**src/rtl/gcm_pkg.sv**
```systemverilog
`timescale 1ns / 1ps
package gcm_pkg;

    // Stop register packing: position above, four channel bytes below
    localparam int STOP_W        = 45;
    localparam int POS_LSB       = 32;
    localparam int POS_FIELD_W   = 13;
    localparam int CHAN_W        = 8;
    localparam int NUM_CHAN      = 4;
    localparam int NUM_STOP_REGS = 4;
    localparam int CNT_W         = 3;
    localparam int SAMPLE_W      = 16;

    // Configuration port
    localparam int CFG_IDX_W = 3;
    localparam logic [CFG_IDX_W-1:0] REG_STOP_ZERO  = 3'd0;
    localparam logic [CFG_IDX_W-1:0] REG_STOP_ONE   = 3'd1;
    localparam logic [CFG_IDX_W-1:0] REG_STOP_TWO   = 3'd2;
    localparam logic [CFG_IDX_W-1:0] REG_STOP_THREE = 3'd3;
    localparam logic [CFG_IDX_W-1:0] REG_STOP_COUNT = 3'd4;

    // Reset gradient: blue, green, red, white
    localparam logic [STOP_W-1:0] RST_STOP_ZERO  = 45'd65535;
    localparam logic [STOP_W-1:0] RST_STOP_ONE   = 45'd5278531518719;
    localparam logic [STOP_W-1:0] RST_STOP_TWO   = 45'd10561307803903;
    localparam logic [STOP_W-1:0] RST_STOP_THREE = 45'd17596481011711;
    localparam logic [CNT_W-1:0]  RST_STOP_COUNT = 3'd4;

    // Side data carried through the divider: found, negative, base channel
    localparam int TAG_W = CHAN_W + 2;

    // Quotient bits resolved per divider stage
    localparam int DIV_BPS = 2;

    typedef logic [STOP_W-1:0] t_stop;

    // Channel byte of a stop: red first
    function automatic logic [CHAN_W-1:0] stop_chan(input t_stop s, input int ch);
        return s[(NUM_CHAN-1-ch)*CHAN_W +: CHAN_W];
    endfunction

endpackage

```
**src/rtl/gcm_div.sv**
```systemverilog
`timescale 1ns / 1ps
// Pipelined restoring divider, a few quotient bits per stage
module gcm_div #(
    parameter int PW = 13,
    parameter int MW = PW + 8
) (
    input  logic                       i_clk,
    input  logic                       i_rst_n,
    input  logic                       i_en,
    input  logic                       i_valid,
    input  logic [MW-1:0]              i_num,
    input  logic [PW-1:0]              i_den,
    input  logic [gcm_pkg::TAG_W-1:0]  i_tag,
    output logic                       o_valid,
    output logic [MW-1:0]              o_quo,
    output logic                       o_rem_nz,
    output logic [gcm_pkg::TAG_W-1:0]  o_tag
);
    localparam int BPS = gcm_pkg::DIV_BPS;
    localparam int DS  = (MW + BPS - 1) / BPS;

    logic                       r_v   [DS];
    logic [MW-1:0]              r_nq  [DS];
    logic [PW-1:0]              r_rem [DS];
    logic [PW-1:0]              r_den [DS];
    logic [gcm_pkg::TAG_W-1:0]  r_tag [DS];

    for (genvar s = 0; s < DS; s++) begin : g_st
        logic                       src_v;
        logic [MW-1:0]              src_nq;
        logic [PW-1:0]              src_rem;
        logic [PW-1:0]              src_den;
        logic [gcm_pkg::TAG_W-1:0]  src_tag;
        logic [MW-1:0]              n_nq;
        logic [PW-1:0]              n_rem;

        if (s == 0) begin : g_head
            assign src_v   = i_valid;
            assign src_nq  = i_num;
            assign src_rem = '0;
            assign src_den = i_den;
            assign src_tag = i_tag;
        end else begin : g_body
            assign src_v   = r_v[s-1];
            assign src_nq  = r_nq[s-1];
            assign src_rem = r_rem[s-1];
            assign src_den = r_den[s-1];
            assign src_tag = r_tag[s-1];
        end

        // Shift in DIV_BPS numerator bits one at a time, subtracting when the divisor fits
        always_comb begin
            logic [PW:0] t;
            n_nq  = src_nq;
            n_rem = src_rem;
            for (int j = 0; j < BPS; j++) begin
                if (s * BPS + j < MW) begin
                    t    = {n_rem, n_nq[MW-1]};
                    n_nq = {n_nq[MW-2:0], 1'b0};
                    if (t >= {1'b0, src_den}) begin
                        t       = t - {1'b0, src_den};
                        n_nq[0] = 1'b1;
                    end
                    n_rem = t[PW-1:0];
                end
            end
        end

        always_ff @(posedge i_clk) begin
            if (!i_rst_n) begin
                r_v[s] <= 1'b0;
            end else if (i_en) begin
                r_v[s] <= src_v;
            end
            if (i_en) begin
                r_nq[s]  <= n_nq;
                r_rem[s] <= n_rem;
                r_den[s] <= src_den;
                r_tag[s] <= src_tag;
            end
        end
    end

    assign o_valid  = r_v[DS-1];
    assign o_quo    = r_nq[DS-1];
    assign o_rem_nz = |r_rem[DS-1];
    assign o_tag    = r_tag[DS-1];

endmodule

```
**config.mk**
```make
export PLATFORM = sky130hd
export DESIGN_NAME = gcm_div
export DESIGN_NICKNAME = d
export VERILOG_FILES = /design/src/rtl/gcm_pkg.sv /design/src/rtl/gcm_div.sv
export SDC_FILE = /design/constraint.sdc
export NUM_CORES = 1
export LEC_CHECK = 0
export ABC_CLOCK_PERIOD_IN_PS = 7100
export BUFFER_PORTS_ARGS = -buffer_cell sky130_fd_sc_hd__buf_2
export CORE_ASPECT_RATIO = 2
export CORE_MARGIN = 8
export CORE_UTILIZATION = 55
export CTS_CLUSTER_SIZE = 14
export DETAILED_ROUTE_END_ITERATION = 6
export PLACE_DENSITY = 0.76
export SLEW_MARGIN = 20
export SYNTH_ARGS = -nofsm -noshare
export SYNTH_HDL_FRONTEND = slang
export SYNTH_SLANG_ARGS = --single-unit
```
**constraint.sdc**
```tcl
create_clock -name i_clk -period 7.1 [get_ports i_clk]
set_input_delay 0.355 -clock i_clk [delete_from_list [all_inputs] [get_ports i_clk]]
set_output_delay 0.355 -clock i_clk [all_outputs]
set_load 0.1 [all_outputs]
```
# ---- After elaboration in Yosys (flattened, before gate mapping)
# Memory sizes are Yosys's and may differ from the RTL's.
# Index checks and enable logic that the tools add are counted.
# W data, S select, Z words.
dict set report op_classes {
  n_addsub 21
  order_cmp 21
  mux 58
  bitwise_logic 11
  n_reduce_logical 1
}
# operator count
set ops {}
lappend ops {{$ge A14 B13 Y1} 20}
lappend ops {{$mux W13} 21}
lappend ops {{$sub A13 B13 Y13} 20}
lappend ops {{$mux W1} 37}
lappend ops {{$ge A1 B13 Y1} 1}
lappend ops {{$reduce_or A13 Y1} 1}
lappend ops {{$sub A1 B13 Y13} 1}
lappend ops {{$or A1 B1 Y1} 11}
dict set report word_totals {
  ff_bits 0
  mem_bits_rw 638
  inputBits 48
  output_inout_bits 33
  wordCells 117
  memories 5
}
# memory depth width rd rd_clocked_by_memory_dff wr line
set memory_table {}
lappend memory_table {r_nq 11 21 11 0 11 gcm_div.sv:23} ;# logic [MW-1:0] r_nq [DS];
lappend memory_table {r_den 11 13 10 0 11 gcm_div.sv:25} ;# logic [PW-1:0] r_den [DS];
lappend memory_table {r_rem 11 13 11 0 11 gcm_div.sv:24} ;# logic [PW-1:0] r_rem [DS];
lappend memory_table {r_tag 11 10 11 0 11 gcm_div.sv:26} ;# logic [gcm_pkg::TAG_W-1:0] r_tag [DS];
lappend memory_table {r_v 11 1 11 0 11 gcm_div.sv:22} ;# logic r_v [DS];

# ---- Depth between registers and ports, before layout
# An unclocked memory read counts as a cell.
dict set report depth {
  depth_word 5
  depth_mapped 23
}

# ---- Worst setup path before layout
# OpenSTA, ideal clock, no wires.
dict set report synth_timing {
  kind {flip-flop to flip-flop}
  start {mem r_nq[6][20] (netlist name)}
  end {mem r_rem[7][10] (data pin)}
  setup_time_ns 0.260
  t_arrival_ns 5.208
  t_required_ns 6.840
  slack_ns 1.632
  stages_incl_launch_ff 24
  n_path_buf 2
  period_less_slack_ns 5.468
  path_cell_list {edfxtp_1 > inv_1 > ha_1 > inv_1 > fa_1 > a21o_1 > a21o_1 > a211o_1 > a211oi_1 > a21oi_1 > nor3_2 > inv_1 > buf_2 > mux2_2 > ha_1 > a21oi_1 > o21ai_0 > or3_1 > o221a_2 > o41ai_1 > a21oi_1 > a211oi_2 > buf_4 > mux2_2}
}
# element line
set synth_lines {}
lappend synth_lines {{start, declared} gcm_div.sv:23}
lappend synth_lines {{end, declared} gcm_div.sv:24}

==> impl_results.md <==
* DR WL met3 at ~2600 um
* Total grt overflow at 0
* Top-count cell post-synth: edfxtp_1
* Final nets at around 3.2k
* Max Clock Skew at between 0.01 and 0.015 ns
* CTS clk-pin slew, worst paths at around 0.07 ns
* Vias in the first global route at roughly 24k
* Clk_lat worst skew at around 0.63 ns
* Die X at roughly 190 um
* Post-synthesis async set-or-reset flop share at 0%
* Synth area leader: edfxtp_1
* Launching point of the worst reg2reg path: r_nq[6][20]
* CTS H-Tree Depth at 2
* Least-Margin Pin Slew at around 1.1 ns
* IO Pins at slightly above 80
* Root buf cell: clkbuf_16
* Met2 WL at between 50000 and 60000 um
* IO Port Bufs at 80
* Final hold vios at 0
* Drt via density at 6.01
* Share of the synthesized area in the top cell type at 55.5%
* Minimum clock period at 6.47 ns
* CTS tree: done
* Post-synth top flop: edfxtp_1
* Max FO, Critical Path at 14
* Post-DP HPWL at around 66000 um
* Overall Global Routing Usage at 24.0%
* DR iter-0 viols at about 920
* M1 WL at roughly 22000 um
* Setup CP Type: flip-flop to flip-flop
* Clock Tree Buf Depth at 3
* Antenna Violating Nets Remaining at 0
* Status: completed
* Largest cells by area after synthesis: edfxtp_1, ha_1, mux2_2
* Tcrit/Tclk final at between 90% and 100%
* CTS buffer count at 57
* CP Launch Type: flip-flop
* Synthesized flop and latch total at ~630
* Synthesized cell area at between 30000 and 40000 sq um
* Post-synth EDFFs at about 620
* Die H at 367 um
* Row cnt at 128
* WL/cell at approximately 23 um
* Antenna violations before repair at 0
* Max-slew violations at 0
* Reg-to-reg slack, setup at 0.63 ns
* Required time of the critical path at around 7.5 ns
* Post-Syn Instances at approximately 2.7k
* Synth warnings at 0
* Critical Path Start: r_nq[6][20]
* Max-Cap Viols at 0
* Effective utilization at floorplan at a little under three fifths
* Largest net degree at the start of global routing at 160
* Unique masters post-synth at between 80 and 90
* CTS sink count at ~630
* Core Region at between 60000 and 70000 sq um
* CP arrival at slightly below 7 ns
* Die area at about 70000 sq um
* Vias at 22.1k
* FF-to-FF path depth at 22
* RSZ-0062 raised after global routing: no
* Worst Hold Class: input port to flip-flop
* Layout cells sized above 1 at around 14%
* First-pass GRT wire length at between 100000 and 150000 um
* Reg-to-Reg End: r_rem[7][12]
* Syn nets at 3011
* Sequential share of the synthesized area at between 50% and 60%
* DRC at 0
* Drt pass-1 iters at 5
* Total Wirelength at ~85000 um
* Gpl congestion at 1.00
* Max Clk Rate at 0.155 GHz
* Top routing layer in use: met4
* Last element of the critical path: r_rem[7][12]
* Syn avg cell area at between 10 and 15 sq um
* Post-synth top cells: edfxtp_1, ha_1, inv_1
* Crit. End Element: flip-flop
* Layout area overhead at 11.1%
* Setup TNS at 0 ns
* Slew headroom at 27.8%
* Final Setup Violations at 0
==> placed cells by master (no fill, tap or decap), types with 69 or more instances in the layout <==
master    count
edfxtp_1    624
ha_1        262
inv_1       241
a21oi_1     182
mux2_2      174
nor2_1      148
xnor2_1     140
nand2_1     110
o21ai_0      93
buf_2        79
nor3_1       69
==> worst min path at each step <==
stage | from | end | slack (ns) | depth (start not counted)
global placement | r_tag[4][9] | r_tag[5][9] | 0.40 | 0
floorplan | r_nq[9][9] | r_nq[10][10] | 0.40 | 0
CTS | i_rst_n | r_v[8] | 0.05 | 2
finish | i_valid | r_v[0] | 0.07 | 2
global route | i_valid | r_v[0] | 0.08 | 2
detailed placement | r_nq[0][18] | r_nq[1][20] | 0.40 | 0
==> per-stage QoR <==
| stage | utilization, % | worst slack (ns) | hold WS [ns] | instances | cell area [sq um] |
|---|---|---|---|---|---|
| finish | 61.7 | 0.628 | 0.0707 | 3676 | 37500 |
| global route | 61.7 | 0.266 | 0.0773 | 3675 | 37500 |
| floorplan | - | 1.63 | 0.400 | 2681 | 33800 |
| global placement | 58.0 | 0.725 | 0.400 | 3533 | 35300 |
| CTS | 61.6 | 0.545 | 0.0507 | 3673 | 37500 |
| detailed placement | 58.0 | 0.541 | 0.405 | 3533 | 35300 |
==> flip-flops by register name, indices dropped and copies added (netlist names) <==
signal	count
r_den	130
r_tag	110
r_v	11
r_nq	231
r_rem	143
==> what timing repair did <==
action / CTS / global route
endpoints found under the hold margin: 42 / 0
resized for setup: 0 / 0
buffers inserted: 0 / 0
hold buffers: 42 / 0
==> layout make-up <==
class,instances,area [sq um]
antenna,1,2.50
multi-input combinational,1779,14000
sequential,625,18800
inverter,242,908
fill,4760,23300
tap,780,976
clock buffer,68,1480
timing repair buffer,151,1080
clock inverter,30,335
==> cell families (layout without fill, tap and decap cells) <==
kind of cell,count (synthesis),after routing,synth area share (%)
buffers and inverters,277,491,3.21
muxes,214,214,7.07
other,0,1,0
DFF,625,625,55.5
adders and majority gates,282,282,10.9
xor gates and xnor gates,188,188,4.87
and+or+nand+nor,582,582,8.64
AOI/OAI and AO/OA,513,513,9.81
==> worst max-delay path, stage by stage, from the launching register on <==
cell and delay [ns]:
edfxtp_1 0.37, inv_1 0.08, ha_1 0.18, inv_1 0.06
fa_1 0.44, a21o_1 0.19, a21o_1 0.24, a211o_1 0.37
a211oi_1 0.22, a21oi_1 0.13, nor3_2 0.43, inv_1 0.40
mux2_2 0.39, ha_1 0.36, a21oi_1 0.20, o21ai_0 0.13
or3_1 0.32, o221a_2 0.25, o41ai_1 0.48, a21oi_1 0.16
a211oi_2 0.17, buf_4 0.27, mux2_2 0.38
==> per-layer routing <==
layer | vias up | GRT usage (%)
li1 | 10347 | -
met4 | 0 | 23.8
met2 | 657 | 49.2
met5 | - | 0
met1 | 10715 | 17.0
met3 | 366 | 3.11
Power is not shown: default switching activity piles up to over one toggle a cycle in this logic, so the estimate is an artifact.
