===== src/rtl/gcm_pkg.sv =====
`timescale 1ns / 1ps
package gcm_pkg;

    // Stop register packing: position above, four channel bytes below
    localparam int STOP_W        = 45;
    localparam int POS_LSB       = 32;
    localparam int POS_FIELD_W   = 13;
    localparam int CHAN_W        = 8;
    localparam int NUM_CHAN      = 4;
    localparam int NUM_STOP_REGS = 4;
    localparam int CNT_W         = 3;
    localparam int SAMPLE_W      = 16;

    // Configuration port
    localparam int CFG_IDX_W = 3;
    localparam logic [CFG_IDX_W-1:0] REG_STOP_ZERO  = 3'd0;
    localparam logic [CFG_IDX_W-1:0] REG_STOP_ONE   = 3'd1;
    localparam logic [CFG_IDX_W-1:0] REG_STOP_TWO   = 3'd2;
    localparam logic [CFG_IDX_W-1:0] REG_STOP_THREE = 3'd3;
    localparam logic [CFG_IDX_W-1:0] REG_STOP_COUNT = 3'd4;

    // Reset gradient: blue, green, red, white
    localparam logic [STOP_W-1:0] RST_STOP_ZERO  = 45'd65535;
    localparam logic [STOP_W-1:0] RST_STOP_ONE   = 45'd5278531518719;
    localparam logic [STOP_W-1:0] RST_STOP_TWO   = 45'd10561307803903;
    localparam logic [STOP_W-1:0] RST_STOP_THREE = 45'd17596481011711;
    localparam logic [CNT_W-1:0]  RST_STOP_COUNT = 3'd4;

    // Side data carried through the divider: found, negative, base channel
    localparam int TAG_W = CHAN_W + 2;

    // Quotient bits resolved per divider stage
    localparam int DIV_BPS = 2;

    typedef logic [STOP_W-1:0] t_stop;

    // Channel byte of a stop: red first
    function automatic logic [CHAN_W-1:0] stop_chan(input t_stop s, input int ch);
        return s[(NUM_CHAN-1-ch)*CHAN_W +: CHAN_W];
    endfunction

endpackage


===== src/rtl/gcm_front.sv =====
`timescale 1ns / 1ps
// Front of the pipeline: clamp and segment search, differences, products, magnitudes
module gcm_front #(
    parameter int MAX_STOPS = 4,
    parameter int FRAC      = 12,
    parameter int PW        = FRAC + 1,
    parameter int MW        = PW + 8
) (
    input  logic                                        i_clk,
    input  logic                                        i_rst_n,
    input  logic                                        i_en,
    input  logic                                        i_valid,
    input  logic signed [gcm_pkg::SAMPLE_W-1:0]        i_sample,
    input  gcm_pkg::t_stop [gcm_pkg::NUM_STOP_REGS-1:0] i_stops,
    input  logic [gcm_pkg::CNT_W-1:0]                  i_stop_count,
    output logic                                        o_valid,
    output logic                                        o_found,
    output logic [gcm_pkg::NUM_CHAN-1:0]               o_neg,
    output logic [gcm_pkg::NUM_CHAN-1:0][MW-1:0]       o_mag,
    output logic [PW-1:0]                               o_dmag,
    output logic [gcm_pkg::NUM_CHAN-1:0][gcm_pkg::CHAN_W-1:0] o_c0
);
    localparam int NCH  = gcm_pkg::NUM_CHAN;
    localparam int CW   = gcm_pkg::CHAN_W;
    localparam int XW   = PW + 1;
    localparam int PRW  = XW + CW + 1;
    localparam int SXW  = PW + gcm_pkg::SAMPLE_W + 1;
    localparam int FLDW = (PW < gcm_pkg::POS_FIELD_W) ? PW : gcm_pkg::POS_FIELD_W;
    localparam logic [PW-1:0] ONE = PW'(1) << FRAC;

    function automatic logic [PW-1:0] stop_pos(input gcm_pkg::t_stop s);
        return PW'(s[gcm_pkg::POS_LSB +: FLDW]);
    endfunction

    // Stage A: clamp sample and pick the first qualifying segment
    logic                r_a_v, r_a_found;
    logic [PW-1:0]       r_a_p;
    gcm_pkg::t_stop      r_a_lo, r_a_hi;
    logic [PW-1:0]       n_p;
    logic                n_found;
    gcm_pkg::t_stop      n_lo, n_hi;

    always_comb begin
        logic signed [SXW-1:0]     sx;
        logic [gcm_pkg::CNT_W:0]   lim;
        sx  = SXW'(i_sample);
        lim = {1'b0, i_stop_count};
        if (sx < $signed(SXW'(0))) begin
            n_p = '0;
        end else if (sx > $signed(SXW'(ONE))) begin
            n_p = ONE;
        end else begin
            n_p = sx[PW-1:0];
        end
        if (int'(lim) > MAX_STOPS) lim = (gcm_pkg::CNT_W+1)'(MAX_STOPS);
        if (int'(lim) > gcm_pkg::NUM_STOP_REGS) lim = (gcm_pkg::CNT_W+1)'(gcm_pkg::NUM_STOP_REGS);
        n_found = 1'b0;
        n_lo    = i_stops[0];
        n_hi    = i_stops[1];
        for (int k = 0; k < gcm_pkg::NUM_STOP_REGS - 1; k++) begin
            if (!n_found && (k + 1 < int'(lim)) && (stop_pos(i_stops[k+1]) >= n_p)) begin
                n_found = 1'b1;
                n_lo    = i_stops[k];
                n_hi    = i_stops[k+1];
            end
        end
    end

    always_ff @(posedge i_clk) begin
        if (!i_rst_n) begin
            r_a_v <= 1'b0;
        end else if (i_en) begin
            r_a_v <= i_valid;
        end
        if (i_en) begin
            r_a_found <= n_found;
            r_a_p     <= n_p;
            r_a_lo    <= n_lo;
            r_a_hi    <= n_hi;
        end
    end

    // Stage B: offset, width and channel differences
    logic                          r_b_v, r_b_found;
    logic signed [XW-1:0]          r_b_off, r_b_d;
    logic signed [NCH-1:0][CW:0]   r_b_dc;
    logic [NCH-1:0][CW-1:0]        r_b_c0;
    logic signed [XW-1:0]          n_d;

    always_comb begin
        n_d = $signed({1'b0, stop_pos(r_a_hi)}) - $signed({1'b0, stop_pos(r_a_lo)});
        if (n_d == '0) n_d = $signed({1'b0, ONE});
    end

    always_ff @(posedge i_clk) begin
        if (!i_rst_n) begin
            r_b_v <= 1'b0;
        end else if (i_en) begin
            r_b_v <= r_a_v;
        end
        if (i_en) begin
            r_b_found <= r_a_found;
            r_b_off   <= $signed({1'b0, r_a_p}) - $signed({1'b0, stop_pos(r_a_lo)});
            r_b_d     <= n_d;
            for (int c = 0; c < NCH; c++) begin
                r_b_dc[c] <= $signed({1'b0, gcm_pkg::stop_chan(r_a_hi, c)})
                           - $signed({1'b0, gcm_pkg::stop_chan(r_a_lo, c)});
                r_b_c0[c] <= gcm_pkg::stop_chan(r_a_lo, c);
            end
        end
    end

    // Stage C: one product per channel
    logic                          r_c_v, r_c_found, r_c_dneg;
    logic [PW-1:0]                 r_c_dmag;
    logic signed [NCH-1:0][PRW-1:0] r_c_prod;
    logic [NCH-1:0][CW-1:0]        r_c_c0;
    logic signed [XW-1:0]          n_dneg_val;

    assign n_dneg_val = -r_b_d;

    always_ff @(posedge i_clk) begin
        if (!i_rst_n) begin
            r_c_v <= 1'b0;
        end else if (i_en) begin
            r_c_v <= r_b_v;
        end
        if (i_en) begin
            r_c_found <= r_b_found;
            r_c_dneg  <= r_b_d[XW-1];
            r_c_dmag  <= r_b_d[XW-1] ? n_dneg_val[PW-1:0] : r_b_d[PW-1:0];
            r_c_c0    <= r_b_c0;
            for (int c = 0; c < NCH; c++) begin
                r_c_prod[c] <= $signed({{(PRW-XW){r_b_off[XW-1]}}, r_b_off})
                             * $signed({{(PRW-CW-1){r_b_dc[c][CW]}}, r_b_dc[c]});
            end
        end
    end

    // Stage D: numerator magnitudes and quotient signs
    logic                          r_d_v, r_d_found;
    logic [NCH-1:0]                r_d_neg;
    logic [NCH-1:0][MW-1:0]        r_d_mag;
    logic [PW-1:0]                 r_d_dmag;
    logic [NCH-1:0][CW-1:0]        r_d_c0;
    logic [NCH-1:0][PRW-1:0]       n_pabs;

    always_comb begin
        for (int c = 0; c < NCH; c++) begin
            n_pabs[c] = r_c_prod[c][PRW-1] ? PRW'(-r_c_prod[c]) : PRW'(r_c_prod[c]);
        end
    end

    always_ff @(posedge i_clk) begin
        if (!i_rst_n) begin
            r_d_v <= 1'b0;
        end else if (i_en) begin
            r_d_v <= r_c_v;
        end
        if (i_en) begin
            r_d_found <= r_c_found;
            r_d_dmag  <= r_c_dmag;
            r_d_c0    <= r_c_c0;
            for (int c = 0; c < NCH; c++) begin
                r_d_neg[c] <= r_c_prod[c][PRW-1] ^ r_c_dneg;
                r_d_mag[c] <= n_pabs[c][MW-1:0];
            end
        end
    end

    assign o_valid = r_d_v;
    assign o_found = r_d_found;
    assign o_neg   = r_d_neg;
    assign o_mag   = r_d_mag;
    assign o_dmag  = r_d_dmag;
    assign o_c0    = r_d_c0;

endmodule


===== config.mk =====
export PLATFORM = sky130hd
export DESIGN_NAME = gcm_front
export DESIGN_NICKNAME = d
export VERILOG_FILES = /design/src/rtl/gcm_pkg.sv /design/src/rtl/gcm_front.sv
export SDC_FILE = /design/constraint.sdc
export NUM_CORES = 2
export LEC_CHECK = 0
export BUFFER_PORTS_ARGS = -buffer_cell sky130_fd_sc_hd__buf_2
export CORE_UTILIZATION = 40
export DETAILED_ROUTE_END_ITERATION = 8
export SYNTH_ARGS = -nofsm -noshare
export SYNTH_HDL_FRONTEND = slang
export SYNTH_SLANG_ARGS = --single-unit

===== constraint.sdc =====
create_clock -name i_clk -period 6.53 [get_ports i_clk]
set_input_delay 1.306 -clock i_clk [delete_from_list [all_inputs] [get_ports i_clk]]
set_output_delay 1.306 -clock i_clk [all_outputs]
set_load 0.02 [all_outputs]

-- After elaboration in Yosys (flattened, before gate mapping)
Cells that the tools add are included.
W data, S select, Z words.
- register bits after elaboration: 478
- bits of input ports: 203
- output and inout port bits: 135
- word-level logic and storage cells: 93
- $add $sub $neg: 11
- $mul: 4
- $lt $le $gt $ge: 10
- multiplexer cells: 15
- bitwise logic cells: 4
- reduce and logical (&&, ||, !) cells: 8
- operators by type and width (cell ; count):
    $mux W45 ; 4
    $mul A14 B9 Y23 ; 4
    $mux W21 ; 4
    $neg A21 Y21 ; 4
    $ge A13 B13 Y1 ; 3
    $mux W13 ; 3
    $sub A8 B8 Y9 ; 4
    $sub A13 B13 Y14 ; 2
    $gt A16 B14 Y1 const B ; 1
    $lt A16 B1 Y1 const B ; 1
    $logic_not A14 Y1 ; 1
    $neg A13 Y13 ; 1
    $lt A2 B4 Y1 const A ; 2
    $logic_and A1 B1 Y1 ; 5
    $gt A4 B3 Y1 const B ; 1
    $lt A1 B4 Y1 const A ; 1
    $mux W4 ; 1
    $xor A1 B1 Y1 ; 4
    $gt A3 B3 Y1 const B ; 1
    $mux W3 ; 1
    $logic_not A1 Y1 ; 2
    $mux W1 ; 2

-- Logic depth before layout (Yosys ltp)
- word-level depth: 15
- depth in mapped cells: 21
- gate-level depth less buffers: 19

-- Worst setup path after synthesis
OpenSTA, ideal clock, no wires.
- path kind: reg-to-reg
- start point: reg r_b_off[7]
- end point: reg r_c_prod[91] in the netlist's numbering, data pin
- setup time: 268 ps
- arrival: 4992 ps
- required time: 6262 ps
- setup slack: 1271 ps
- stages on the path, launching flop included: 20
- buffers on the path: 2
- clock period less this slack: 5259 ps
- cells stage by stage: edfxtp_1 > clkbuf_1 > clkbuf_1 > nand2_1 > fa_1 > inv_1 > fa_1 > inv_1 > fa_1 > inv_1 > fa_1 > fa_1 > ha_1 > o21ai_0 > o21ai_0 > o21a_1 > a41oi_1 > o32ai_1 > o41ai_1 > xnor2_1
- cells in the longest elaborated chain, start to end: 1
- RTL lines (element ; RTL line ; RTL):
    from (decl) ; gcm_front.sv:85 ; logic signed [XW-1:0] r_b_off, r_b_d;
    from (signal assigned) ; gcm_front.sv:103 ; r_b_off <= $signed({1'b0, r_a_p}) - $signed({1'b0, stop_pos(r_a_lo)});
    $mul A14 B9 Y23 ; gcm_front.sv:135 ; * $signed({{(PRW-CW-1){r_b_dc[c][CW]}}, r_b_dc[c]});
    to (signal, indexed assignment) ; gcm_front.sv:134 ; r_c_prod[c] <= $signed({{(PRW-XW){r_b_off[XW-1]}}, r_b_off})
    to (decl) ; gcm_front.sv:116 ; logic signed [NCH-1:0][PRW-1:0] r_c_prod;
Every way passes these cells.
A chain may end at the register's enable or synchronous reset.

-- Worst setup path in the final report
- start point: reg r_b_off[3]
- end point: reg r_c_prod[68] in the netlist's numbering, data pin
Same word-level chain as after synthesis.

==> flow_summary.ini <==
[run_status]
status = complete, no violations

[timing]
worst_slew_pin_slew_ns = 1.13
max-slew-margin-rel_pct = 24.9
min_period_ns = 5.96
worst_clock_skew_ns = 0.0524
setup_violations = 0
tns_ns = 0
fin_crit_sh_pct = 91.3
fmax_mhz = 168
slew_violations = 0
finalHoldViolCount = 0
fin_ws_ns = 0.566
rsz0062_at_grt = no

[critical_path]
r2r_end = r_c_prod[68]$_DFFE_PP_
startpoint_type = register
crit_type = register to register
worst_ep_arrival_time_ns = 6.33
endpoint_kind = register
reg2reg_from = r_b_off[3]$_DFFE_PP_
crit_fanout = 28
critical_path_required_ns = 6.90
ff2ff_path_depth = 15
reg2reg_slack_ns = 0.57

[floorplan]
initial_core_util_pct = 40.6
rows = 113
fp.dieW_um = 313
dieArea_sq_um = 98100
coreArea_sq_um = 95400
io_pins = 338
fp.dieH_um = 313

[synth]
synth_nets = 4302
synth_top_area_share_pct = 36.4
ys_ff_latch = 474
synth-edff-count = 470
synthArstFlopShare_pct = 0
yosysMostFrequentCell = inv_1
ys_top_cells_by_count = 481 x inv_1, 470 x edfxtp_1, 426 x fa_1
synthCells = 3379
yosys.cell_types.count = 71
synth_top_cells_by_area = edfxtp_1 36%, fa_1 22%, ha_1 9.5%
synth_top_flop_cell = edfxtp_1
synth_area_sq_um = 38700
yosys.area.top_type = edfxtp_1
yosysWarnings = 0
synth.avg_cell_area_sq_um = 11.5
seq_area_frac_synth_pct = 36.7

[hold_path]
holdCritPathClass = register to register
min_to = r_c_c0[0]$_DFFE_PP_
hold_start = r_b_c0[0]$_DFFE_PP_
min_path_cells = 0

[global_route]
grtUsageMet2_pct = 31.0
grt-busiest-layer = met2
antenna_found_initial = 4
grt_pass1_wl_um = 143000
met1_usage_pct = 24.3
grt_pass1_vias = 26700
grt_use_met3_pct = 3.11
grt_max_degree = 143
grt-ovfl-total = 0
grt_use_total_pct = 18.4

[cts]
root_buffer = clkbuf_16
postCtsSetupBuffers = 0
hold_buffers = 0
cts_buffers = 54
clk_pin_slew_ns = 0.07
h-tree-depth = 2
cts-resized-gates = 0
cts_num_sinks = 474
insertion_delay_ns = 0.66
cts.path.max_buffers = 3
cts_tree = built

[final_layout]
final_cells = 4974
layout-drive-gt1-share_pct = 13.1
multi_input_area_sq_um = 22200
regArea_sq_um = 14200
fill_cells = 8857
stdcell_area_sq_um = 43700
num-nets-final = 4585
area_delta_synth_final_pct = 12.8

[job]
maxCapViolations = 0

[placed_design]
gp_congestion = 0.885
place_ws_ns = 0.579
postPlaceCellArea_sq_um = 41900
post-dp-hpwl_um = 68100
numPortBuffers = 337
dp_cells = 4871

[route]
num_vias = 25300
drt_iter0_drc = 1370
routed_wirelength_um = 88700
ant_nets = 0
via_per_inst = 5.09
drtPass1Iterations = 6
routedWlPerCell_um = 17.8
drc = 0
[layout make-up]
class                   instances  share of cell area, %
multi-input cells            2275                   50.8
diodes                          3                 0.0172
clock inverters                35                  0.894
flip-flops and latches        474                   32.5
well taps                    1265                   3.62
inverters                     481                   4.13
repair buffers                376                   4.81
clock buffers                  65                   3.24
[metal layers]
layer	routed length, um	vias up	part of all wire, %
met5	9	-	0.010
met4	2370	2	2.7
met3	4650	128	5.2
met2	42400	655	48
met1	39200	12500	44
li1	-	12000	-
[worst max-delay path by stage]
stage,from,to,slack (ns),cells after the start
2_1_floorplan,r_b_off[7]$_DFFE_PP_,r_c_prod[91]$_DFFE_PP_,1.27,19
4_1_cts,r_b_off[3]$_DFFE_PP_,r_c_prod[68]$_DFFE_PP_,0.58,15
3_5_place_dp,r_b_off[3]$_DFFE_PP_,r_c_prod[68]$_DFFE_PP_,0.58,15
5_1_grt,r_b_off[3]$_DFFE_PP_,r_c_prod[42]$_DFFE_PP_,0.25,19
6_report,r_b_off[3]$_DFFE_PP_,r_c_prod[68]$_DFFE_PP_,0.57,15
3_3_place_gp,r_b_off[3]$_DFFE_PP_,r_c_prod[68]$_DFFE_PP_,0.79,15
[through the flow]
step,utilization (%),hold WS [ns]
after global routing,45.8,0.414
after CTS,45.8,0.408
after detailed placement,43.9,0.405
after floorplan,-,0.400
after global placement,43.9,0.400
final,45.8,0.404
[cells by family after synthesis]
group,Yosys count,share of synthesized area [%]
flops,474,36.7
simple gates,913,12.7
mux,7,0.191
xor+xnor,207,4.68
compound gates,428,8.07
fa+ha+maj,720,31.5
buf+inv,630,6.14
[sequential cells by signal, summed over array words and instances, names as in the netlist, 4 cells and up]
name and count:
o_c0 32, o_dmag 13, o_mag 84, o_neg 4, r_a_hi 45, r_a_lo 45
r_a_p 13, r_b_c0 32, r_b_d 14, r_b_dc 36, r_b_off 14, r_c_c0 32
r_c_dmag 13, r_c_prod 88
[critical path, cell delays in order (launching register included)]
cell,delay (ns)
edfxtp_1,1.09
nand2_1,0.16
fa_1,0.51
fa_1,0.54
inv_1,0.05
fa_1,0.46
fa_1,0.51
fa_1,0.41
ha_1,0.32
o21ai_0,0.12
o21ai_0,0.15
a21oi_1,0.21
o22ai_1,0.18
o311ai_0,0.56
o2bb2ai_1,0.23
o311ai_0,0.18
[layout by cell type, fill, tap and decap left out, drive strengths merged, types with 5 or more instances in the layout]
cell and count:
o21ai 101, o211ai 6, nor2 96, a221o 90, a21o 26, a21oi 68
edfxtp 470, nor4b 88, o41ai 13, a31oi 6, or4 13, inv 484
o21a 23, o31ai 34, nand2b 33, nand4 6, and2 235, fa 426
and3 5, xnor2 176, nor2b 49, nor4 9, xor2 31, nand3 11
nand2 316, clkbuf 65, a21boi 9, nor3 21, ha 294, clkinv 24
buf 376, bufinv 7, a211oi 10, or3 22, or2 5
Power is not shown: default switching activity piles up to over one toggle a cycle in this logic, so the estimate is an artifact.
